[src/sv/kwm_pkg.sv]
// ----------------------------------------------------------------------------
// kwm_pkg: shared types for the newest-wins k-way merge
// Item structs for both channels, the scan token passed along the cell row,
// and the configuration register indexes.
// ----------------------------------------------------------------------------
package kwm_pkg;

  localparam int unsigned KeyW = 64;
  localparam int unsigned ValW = 32;
  localparam int unsigned SrcW = 3;
  localparam int unsigned MaskW = 8;
  localparam int unsigned CntCfgW = 4;

  // configuration register indexes
  localparam logic CfgDropDeletes  = 1'b0;
  localparam logic CfgSourcesInUse = 1'b1;

  typedef struct packed {
    logic [SrcW-1:0] source;
    logic            end_of_source;
    logic [KeyW-1:0] record_key;
    logic            record_is_delete;
    logic [ValW-1:0] value_ref;
  } kwm_in_t;

  typedef struct packed {
    logic             emitted;
    logic [KeyW-1:0]  out_key;
    logic             out_is_delete;
    logic [ValW-1:0]  out_value_ref;
    logic [MaskW-1:0] consumed_mask;
    logic             merge_done;
  } kwm_out_t;

  // running minimum carried from cell to cell during a scan
  typedef struct packed {
    logic            go;   // token is in flight at this stage
    logic            any;  // a candidate has been picked
    logic [KeyW-1:0] key;
    logic [ValW-1:0] val;
    logic            del;
  } kwm_tok_t;

endpackage

[src/sv/kway_merge_newest_wins.sv]
// ----------------------------------------------------------------------------
// kway_merge_newest_wins: newest-wins k-way merge of sorted record streams
// Control, configuration and result stage around a row of head cells.
// ----------------------------------------------------------------------------
// Usage:
//   Input channel (in_valid_i / in_stall_o / in_i): each item fills the head
//   of one source or marks that source exhausted. Source 0 is the newest.
//   Output channel (out_valid_o / out_stall_i / out_o): at most one item per
//   input item - the winning record with its consumed mask, or a done marker.
//   Config port: cfg_we_i writes drop_deletes (index 0) or sources_in_use
//   (index 1); write only while the block is idle.
// Sequence:
//   One item is worked on at a time. Accept, a decide state, then the scan
//   token walks the cell row one cell per cycle, then the result moves into
//   the pending register and on to the output register. An item that leaves
//   a live source without head gives no output. When every source in use is
//   exhausted and no head is left, a done marker goes to the result stage.
// Stall: a finished result waits in a pending register while the output
//   register is stalled; the next item is taken once the pending slot is free.
// Reset: all heads absent, no source exhausted, drop_deletes = 0,
//   sources_in_use = 2. Head payload is not cleared.
// ----------------------------------------------------------------------------
module kway_merge_newest_wins
  import kwm_pkg::*;
#(
  parameter int unsigned MAX_INPUTS = 8
) (
  input  logic               clk_i,
  input  logic               rst_ni,
  input  logic               in_valid_i,
  output logic               in_stall_o,
  input  kwm_in_t            in_i,
  output logic               out_valid_o,
  input  logic               out_stall_i,
  output kwm_out_t           out_o,
  input  logic               cfg_we_i,
  input  logic               cfg_idx_i,
  input  logic [CntCfgW-1:0] cfg_wdata_i
);

  localparam int unsigned CntW = $clog2(MAX_INPUTS + 1);
  localparam int unsigned CmpW = (CntW > CntCfgW) ? CntW : CntCfgW;
  localparam int unsigned SelW = ($clog2(MAX_INPUTS) > SrcW) ? $clog2(MAX_INPUTS) : SrcW;

  localparam logic [1:0] StIdle   = 2'd0;
  localparam logic [1:0] StDecide = 2'd1;
  localparam logic [1:0] StScan   = 2'd2;

  logic [1:0]             state_d, state_q;
  logic                   drop_q;
  logic [CntCfgW-1:0]     siu_q;
  logic [MAX_INPUTS-1:0]  present_d, present_q;
  logic [MAX_INPUTS-1:0]  exh_d, exh_q;
  logic [MAX_INPUTS-1:0]  used, held, live, fill_en, last_mask;
  logic [CmpW-1:0]        siu_ext, n_eff;
  logic                   accept, launch;
  kwm_tok_t               tok_in, tok_last;
  kwm_out_t               res_d, res_q, out_q;
  logic                   pend_d, pend_q, out_vld_d, out_vld_q;
  logic [MaskW-1:0]       cmask;

  // configuration
  always_ff @(posedge clk_i or negedge rst_ni) begin
    if (!rst_ni) begin
      drop_q <= 1'b0;
      siu_q  <= CntCfgW'(2);
    end else if (cfg_we_i) begin
      if (cfg_idx_i == CfgDropDeletes) begin
        drop_q <= cfg_wdata_i[0];
      end else begin
        siu_q <= cfg_wdata_i;
      end
    end
  end

  // effective source count: 0 acts as 1, saturates at MAX_INPUTS
  assign siu_ext = CmpW'(siu_q);
  always_comb begin
    if (siu_ext == '0) begin
      n_eff = CmpW'(1);
    end else if (siu_ext > CmpW'(MAX_INPUTS)) begin
      n_eff = CmpW'(MAX_INPUTS);
    end else begin
      n_eff = siu_ext;
    end
  end

  assign accept = in_valid_i && !in_stall_o;
  assign in_stall_o = (state_q != StIdle) || pend_q;

  for (genvar j = 0; j < MAX_INPUTS; j++) begin : g_src
    assign used[j] = CmpW'(j) < n_eff;
    assign fill_en[j] = accept && !in_i.end_of_source && used[j] && !exh_q[j]
                        && (SelW'(in_i.source) == SelW'(j));
  end

  assign held = present_q & used;
  assign live = used & ~exh_q;

  // consumed mask onto the fixed-width output field
  for (genvar b = 0; b < MaskW; b++) begin : g_cmask
    if (b < MAX_INPUTS) begin : g_on
      assign cmask[b] = last_mask[b];
    end else begin : g_off
      assign cmask[b] = 1'b0;
    end
  end

  assign launch = (state_q == StDecide) && (held != '0) && ((live & ~held) == '0);

  always_comb begin
    tok_in     = '0;
    tok_in.go  = launch;
  end

  kwm_row #(
    .NumSrc (MAX_INPUTS)
  ) u_row (
    .clk_i      (clk_i),
    .rst_ni     (rst_ni),
    .fill_en_i  (fill_en),
    .fill_key_i (in_i.record_key),
    .fill_val_i (in_i.value_ref),
    .fill_del_i (in_i.record_is_delete),
    .held_i     (held),
    .tok_i      (tok_in),
    .tok_o      (tok_last),
    .mask_o     (last_mask)
  );

  // sequencing and head bookkeeping
  always_comb begin
    state_d   = state_q;
    present_d = present_q;
    exh_d     = exh_q;
    pend_d    = pend_q;
    res_d     = res_q;
    out_vld_d = out_vld_q;

    // result stage: pending result moves out once the output slot is free
    if (out_vld_q && !out_stall_i) begin
      out_vld_d = 1'b0;
    end
    if (pend_q && (!out_vld_q || !out_stall_i)) begin
      pend_d    = 1'b0;
      out_vld_d = 1'b1;
    end

    case (state_q)
      StIdle: begin
        if (accept) begin
          state_d = StDecide;
          if (in_i.end_of_source) begin
            for (int unsigned j = 0; j < MAX_INPUTS; j++) begin
              if (used[j] && (SelW'(in_i.source) == SelW'(j))) begin
                exh_d[j] = 1'b1;
              end
            end
          end else begin
            present_d = present_q | fill_en;
          end
        end
      end
      StDecide: begin
        if ((held == '0) && (live == '0)) begin
          // every source in use is finished
          res_d            = '0;
          res_d.merge_done = 1'b1;
          pend_d           = 1'b1;
          state_d          = StIdle;
        end else if (launch) begin
          state_d = StScan;
        end else begin
          state_d = StIdle;
        end
      end
      StScan: begin
        if (tok_last.go) begin
          res_d.emitted       = !(drop_q && tok_last.del);
          res_d.out_key       = tok_last.key;
          res_d.out_is_delete = tok_last.del;
          res_d.out_value_ref = tok_last.val;
          res_d.consumed_mask = cmask;
          res_d.merge_done    = 1'b0;
          pend_d              = 1'b1;
          present_d           = present_q & ~last_mask;
          state_d             = StIdle;
        end
      end
      default: begin
        state_d = StIdle;
      end
    endcase
  end

  always_ff @(posedge clk_i or negedge rst_ni) begin
    if (!rst_ni) begin
      state_q   <= StIdle;
      present_q <= '0;
      exh_q     <= '0;
      pend_q    <= 1'b0;
      out_vld_q <= 1'b0;
    end else begin
      state_q   <= state_d;
      present_q <= present_d;
      exh_q     <= exh_d;
      pend_q    <= pend_d;
      out_vld_q <= out_vld_d;
    end
  end

  always_ff @(posedge clk_i) begin
    res_q <= res_d;
    if (pend_q && (!out_vld_q || !out_stall_i)) begin
      out_q <= res_q;
    end
  end

  assign out_valid_o = out_vld_q;
  assign out_o       = out_q;

endmodule

[src/sv/kwm_cell.sv]
// ----------------------------------------------------------------------------
// kwm_cell: one source head slot of the merge row
// Holds the head record of one source and folds it into the passing scan
// token: a smaller key takes over, an equal key joins the consumed mask.
// ----------------------------------------------------------------------------
module kwm_cell
  import kwm_pkg::*;
#(
  parameter int unsigned NumSrc = 8,
  parameter int unsigned Idx    = 0
) (
  input  logic              clk_i,
  input  logic              rst_ni,
  input  logic              fill_en_i,
  input  logic [KeyW-1:0]   fill_key_i,
  input  logic [ValW-1:0]   fill_val_i,
  input  logic              fill_del_i,
  input  logic              held_i,
  input  kwm_tok_t          tok_i,
  input  logic [NumSrc-1:0] mask_i,
  output kwm_tok_t          tok_o,
  output logic [NumSrc-1:0] mask_o
);

  logic [KeyW-1:0]   key_q;
  logic [ValW-1:0]   val_q;
  logic              del_q;
  logic              go_q;
  kwm_tok_t          tok_d, tok_q;
  logic [NumSrc-1:0] mask_d, mask_q;
  logic              take, same;

  always_ff @(posedge clk_i) begin
    if (fill_en_i) begin
      key_q <= fill_key_i;
      val_q <= fill_val_i;
      del_q <= fill_del_i;
    end
  end

  assign take = held_i && (!tok_i.any || (key_q < tok_i.key));
  assign same = held_i && tok_i.any && (key_q == tok_i.key);

  always_comb begin
    tok_d  = tok_i;
    mask_d = mask_i;
    if (take) begin
      tok_d.any = 1'b1;
      tok_d.key = key_q;
      tok_d.val = val_q;
      tok_d.del = del_q;
      mask_d    = '0;
      mask_d[Idx] = 1'b1;
    end else if (same) begin
      mask_d[Idx] = 1'b1;
    end
  end

  always_ff @(posedge clk_i or negedge rst_ni) begin
    if (!rst_ni) begin
      go_q <= 1'b0;
    end else begin
      go_q <= tok_i.go;
    end
  end

  always_ff @(posedge clk_i) begin
    tok_q  <= tok_d;
    mask_q <= mask_d;
  end

  always_comb begin
    tok_o    = tok_q;
    tok_o.go = go_q;
  end
  assign mask_o = mask_q;

endmodule

[src/sv/kwm_row.sv]
// ----------------------------------------------------------------------------
// kwm_row: row of head cells
// Chains the cells so that a scan token moves one cell per cycle from
// source 0 up to the last source.
// ----------------------------------------------------------------------------
module kwm_row
  import kwm_pkg::*;
#(
  parameter int unsigned NumSrc = 8
) (
  input  logic              clk_i,
  input  logic              rst_ni,
  input  logic [NumSrc-1:0] fill_en_i,
  input  logic [KeyW-1:0]   fill_key_i,
  input  logic [ValW-1:0]   fill_val_i,
  input  logic              fill_del_i,
  input  logic [NumSrc-1:0] held_i,
  input  kwm_tok_t          tok_i,
  output kwm_tok_t          tok_o,
  output logic [NumSrc-1:0] mask_o
);

  kwm_tok_t          tok_w  [NumSrc+1];
  logic [NumSrc-1:0] mask_w [NumSrc+1];

  assign tok_w[0]  = tok_i;
  assign mask_w[0] = '0;

  for (genvar j = 0; j < NumSrc; j++) begin : g_cell
    kwm_cell #(
      .NumSrc (NumSrc),
      .Idx    (j)
    ) u_cell (
      .clk_i      (clk_i),
      .rst_ni     (rst_ni),
      .fill_en_i  (fill_en_i[j]),
      .fill_key_i (fill_key_i),
      .fill_val_i (fill_val_i),
      .fill_del_i (fill_del_i),
      .held_i     (held_i[j]),
      .tok_i      (tok_w[j]),
      .mask_i     (mask_w[j]),
      .tok_o      (tok_w[j+1]),
      .mask_o     (mask_w[j+1])
    );
  end

  assign tok_o  = tok_w[NumSrc];
  assign mask_o = mask_w[NumSrc];

endmodule
[config.mk]
export PLATFORM = sky130hd
export DESIGN_NAME = kway_merge_newest_wins
export DESIGN_NICKNAME = d
export VERILOG_FILES = /design/src/sv/kwm_pkg.sv /design/src/sv/kway_merge_newest_wins.sv /design/src/sv/kwm_cell.sv /design/src/sv/kwm_row.sv
export SDC_FILE = /design/constraint.sdc
export NUM_CORES = 2
export LEC_CHECK = 0
export ABC_AREA = 1
export BUFFER_PORTS_ARGS = -buffer_cell sky130_fd_sc_hd__buf_2
export CORE_AREA = 2 2 348 350
export CTS_BUF_LIST = sky130_fd_sc_hd__clkbuf_2
export DETAILED_ROUTE_END_ITERATION = 7
export DIE_AREA = 0 0 350 352
export PLACE_DENSITY = 0.82
export SYNTH_ARGS = -nofsm -noshare
export SYNTH_HDL_FRONTEND = slang
export SYNTH_SLANG_ARGS = --single-unit
[constraint.sdc]
create_clock -name clk_i -period 16.6 [get_ports clk_i]
set_clock_uncertainty 0.05 [all_clocks]
set_input_delay 0.83 -clock clk_i [delete_from_list [all_inputs] [get_ports clk_i]]
set_output_delay 0.83 -clock clk_i [all_outputs]
set_load 0.02 [all_outputs]
==> metrics.md <==
| Metric | Value |
|---|---|
| Outcome | completed |
| Syn Nets | 7278 |
| All-Layer GR Usage | 28.2% |
| Synth Cell Area | 71300 um2 |
| Reg-to-Reg Start | u_row.g_cell[7].u_cell.key_q[59] |
| Fillers | 8523 |
| Die area | 123000 um2 |
| Via count | 50.4k |
| Worst-margin pin slew | 1.23 ns |
| Maxcap violations | 0 |
| Fin. Hold Viols | 0 |
| Critical path required time | 18.18 ns |
| Reg2Reg Setup Slack | 12.29 ns |
| EDFF count, synth | 990 |
| Largest net degree at the start of global routing | 77 |
| Wire per inst | 18.5 um |
| Minimum clock period | 4.31 ns |
| Final setup viols | 0 |
| Core area | 119000 um2 |
| Clock buffer depth | 4 |
| Clk_lat worst skew | 1.79 ns |
| Min-delay src | u_row.g_cell[0].u_cell.tok_o[5] |
| RSZ-0062 raised after global routing | no |
| CTS tree | done |
| Initial antenna violation count | 11 |
| CP peak stage delay | 0.82 ns |
| Die Span X | 350 um |
| Initial Utilization | 59.8% |
| I/O Buffers | 219 |
| Post-DP HPWL | 106 mm |
| Final worst path period share | 26.0% |
| Most frequent cells in the layout | 2044 x nand2_1, 990 x edfxtp_1, 818 x dfxtp_1, 802 x inv_1, 728 x nand3_1 |
| Clock buffer count from CTS | 441 |
| Clk root buf | clkbuf_2 |
| Core Util, Final | 67.1% |
| First-pass GRT wire length | 269 mm |
| Async SR Flop Fraction | 1.79% |
| H-tree depth | 5 |
| Distinct cells, synth | 41 |
| CTS sink cnt | 1841 |
| Vias/cell | 5.36 |
| Clock slew at reported path FFs | 0.10 ns |
| Top Ports | 220 |
| Yosys Warn Count | 0 |
| CP Launch Type | register |
| Worst-path cell chain | ha_1 -> nand2_1 -> nor2_1 -> nand4_1 -> nor2_1 -> nand2_1 -> nor2_1 -> nand2_1 -> nand2_1 -> nand2_4 -> nand2_4 -> buf_4 -> nand2_1 -> nand2_1 |
| Maximum fanout along the worst path | 58 |
| Number of synthesized register bits | 1841 |
| Crit path DAT | 5.89 ns |
| Nets | 7973 |
| Post-synthesis average cell area | 10.6 um2 |
| Pwr dens | 118 nW/um2 |
| Count of pins over their slew limit | 0 |
| Static Leakage | 35.3 nW |
| Postcts setup bufs | 0 |
| Final antenna-violating net count | 0 |
| Crit. Startpoint | u_row.g_cell[7].u_cell.key_q[59] |
| Standard-cell row count | 127 |
| Design Power | 0.00942 W |
| DR DRC count | 0 |
| Die Y | 352 um |
| GP Congestion | 0.874 |
| Layout cells sized above 1 | 13.1% |
| TNS Setup | 0 ns |
| DRT Pass-1 Iters | 8 |
| Slew margin rel. | 18.0% |
| Post-Syn Instances | 6716 |
| CP Capture Type | register |
| Top FF cell, synth | edfxtp_1 |
| Maximum clock rate | 232 MHz |
| Worst hold path class | reg2reg |
| Most used cell along the critical path | nand2_1 |
| Peak VDD IR | 0.000154 V |
| Post-synthesis sequential area ratio | 65.8% |
| Worst hold slack | 0.301 ns |
| Synth-to-Final Area Change | 12.3% |
| Worst path slowest cell | buf_4 |
| Vias in the first global route | 51.6k |
| Drt total wl | 174 mm |
| Iter 0 DRT Violations | 4757 |
| Grt ovf | 0 |
| WS Path Type | reg2reg |
| Most common cell after layout, fill and taps aside | nand2_1 |
## worst max-delay path: cells and delay by family, from the launching register on
kind | cells | cell delay (ns)
AND/OR/NAND/NOR | 12 | 2.47
buffers and inverters | 1 | 0.82
flip-flops | 1 | 0.42
adder cells (fa/ha/maj) | 1 | 0.33
## cells by family (layout without fill, tap and decap cells)
kind of cell,after synthesis,in the layout,synth area share [%]
simple gates,3027,3027,17.7
other cells,0,10,0
mux,1,1,0.0158
compound gates,341,341,2.69
flops,1841,1841,65.8
fa+ha+maj,451,451,7.91
buf+inv,1055,2111,5.93
## worst paths after layout
| check | cells past startpoint | end |
|---|---|---|
| max | 14 | u_row.g_cell[7].u_cell.tok_o[47] |
| min | 2 | u_row.g_cell[1].u_cell.tok_o[5] |
| max reg2reg | 14 | u_row.g_cell[7].u_cell.tok_o[47] |
| min reg2reg | 2 | u_row.g_cell[1].u_cell.tok_o[5] |
| max in group asynchronous | 5 | siu_ext[1] |
| min in group asynchronous | 5 | drop_q |
## registers in the layout, indices dropped and copies added, names as in the netlist, 2 cells and up
name                        cells
siu_ext                         4
u_row.g_cell.u_cell.key_q     512
u_row.g_cell.u_cell.go_q        8
u_row.g_cell.u_cell.mask_o     36
res_q                         107
exh_q                           8
out_o                         107
state_q                         2
present_q                       8
u_row.g_cell.u_cell.val_q     256
u_row.g_cell.u_cell.tok_o     782
u_row.g_cell.u_cell.del_q       8
## cells in the mapped netlist (8+ instances only)
library cell  instances  share of area (%)
a21boi_0             27               0.28
a21o_1                9              0.095
a21oi_1             197                1.4
buf_1                43               0.23
buf_2               104               0.73
buf_6                17               0.27
clkbuf_1             78               0.41
dfrtp_1              32                1.1
dfxtp_1             818                 23
edfxtp_1            990                 42
ha_1                451                7.9
inv_1               805                4.2
nand2_1            2047                 11
nand3_1             728                5.1
nand3b_1              8              0.084
nand4_1              48               0.42
nor2_1              139               0.73
nor3_1               17               0.12
o21a_1               28               0.29
o21ai_0              57               0.40
o21bai_1              9              0.095
## layer usage
metal	vias to the layer above	routed length, um	track usage, %
met5	-	124	0
met1	23800	66500	34.8
li1	23700	-	-
met2	2439	84600	47.4
met3	388	16900	6.33
met4	10	5490	12.3
## power by group
group	leakage (nW)	internal (W)	total [W]	switching, W
combinational	16.2	0.000322	0.00110	0.000778
clock	3.10	0.00113	0.00287	0.00174
sequential	16.0	0.00528	0.00545	0.000172
## cell type report
type | instances | area, um2 | area share (%)
clock inverter | 123 | 567 | 0.707
tap | 1612 | 2020 | 2.52
antenna | 10 | 25.0 | 0.0312
timing repair buffer | 498 | 3790 | 4.73
sequential | 1841 | 46900 | 58.6
multi-input combinational | 3820 | 20300 | 25.4
inverter | 809 | 3040 | 3.80
clock buffer | 681 | 3410 | 4.25
## stage by stage
step	area [um2]	instances	setup WS (ns)
after floorplan	71300	6716	6.87
after global placement	73800	8345	12.58
final	80100	9394	12.29
after global routing	80100	9393	12.04
after CTS	80100	9384	12.29
after detailed placement	73800	8345	12.39
## timing repair
action | in CTS | in global routing
endpoints found under the hold margin | 1289 | 0
gates resized for setup | 0 | 0
hold buffers | 235 | 0
No activity file was read; power rests on OpenSTA's default activity.
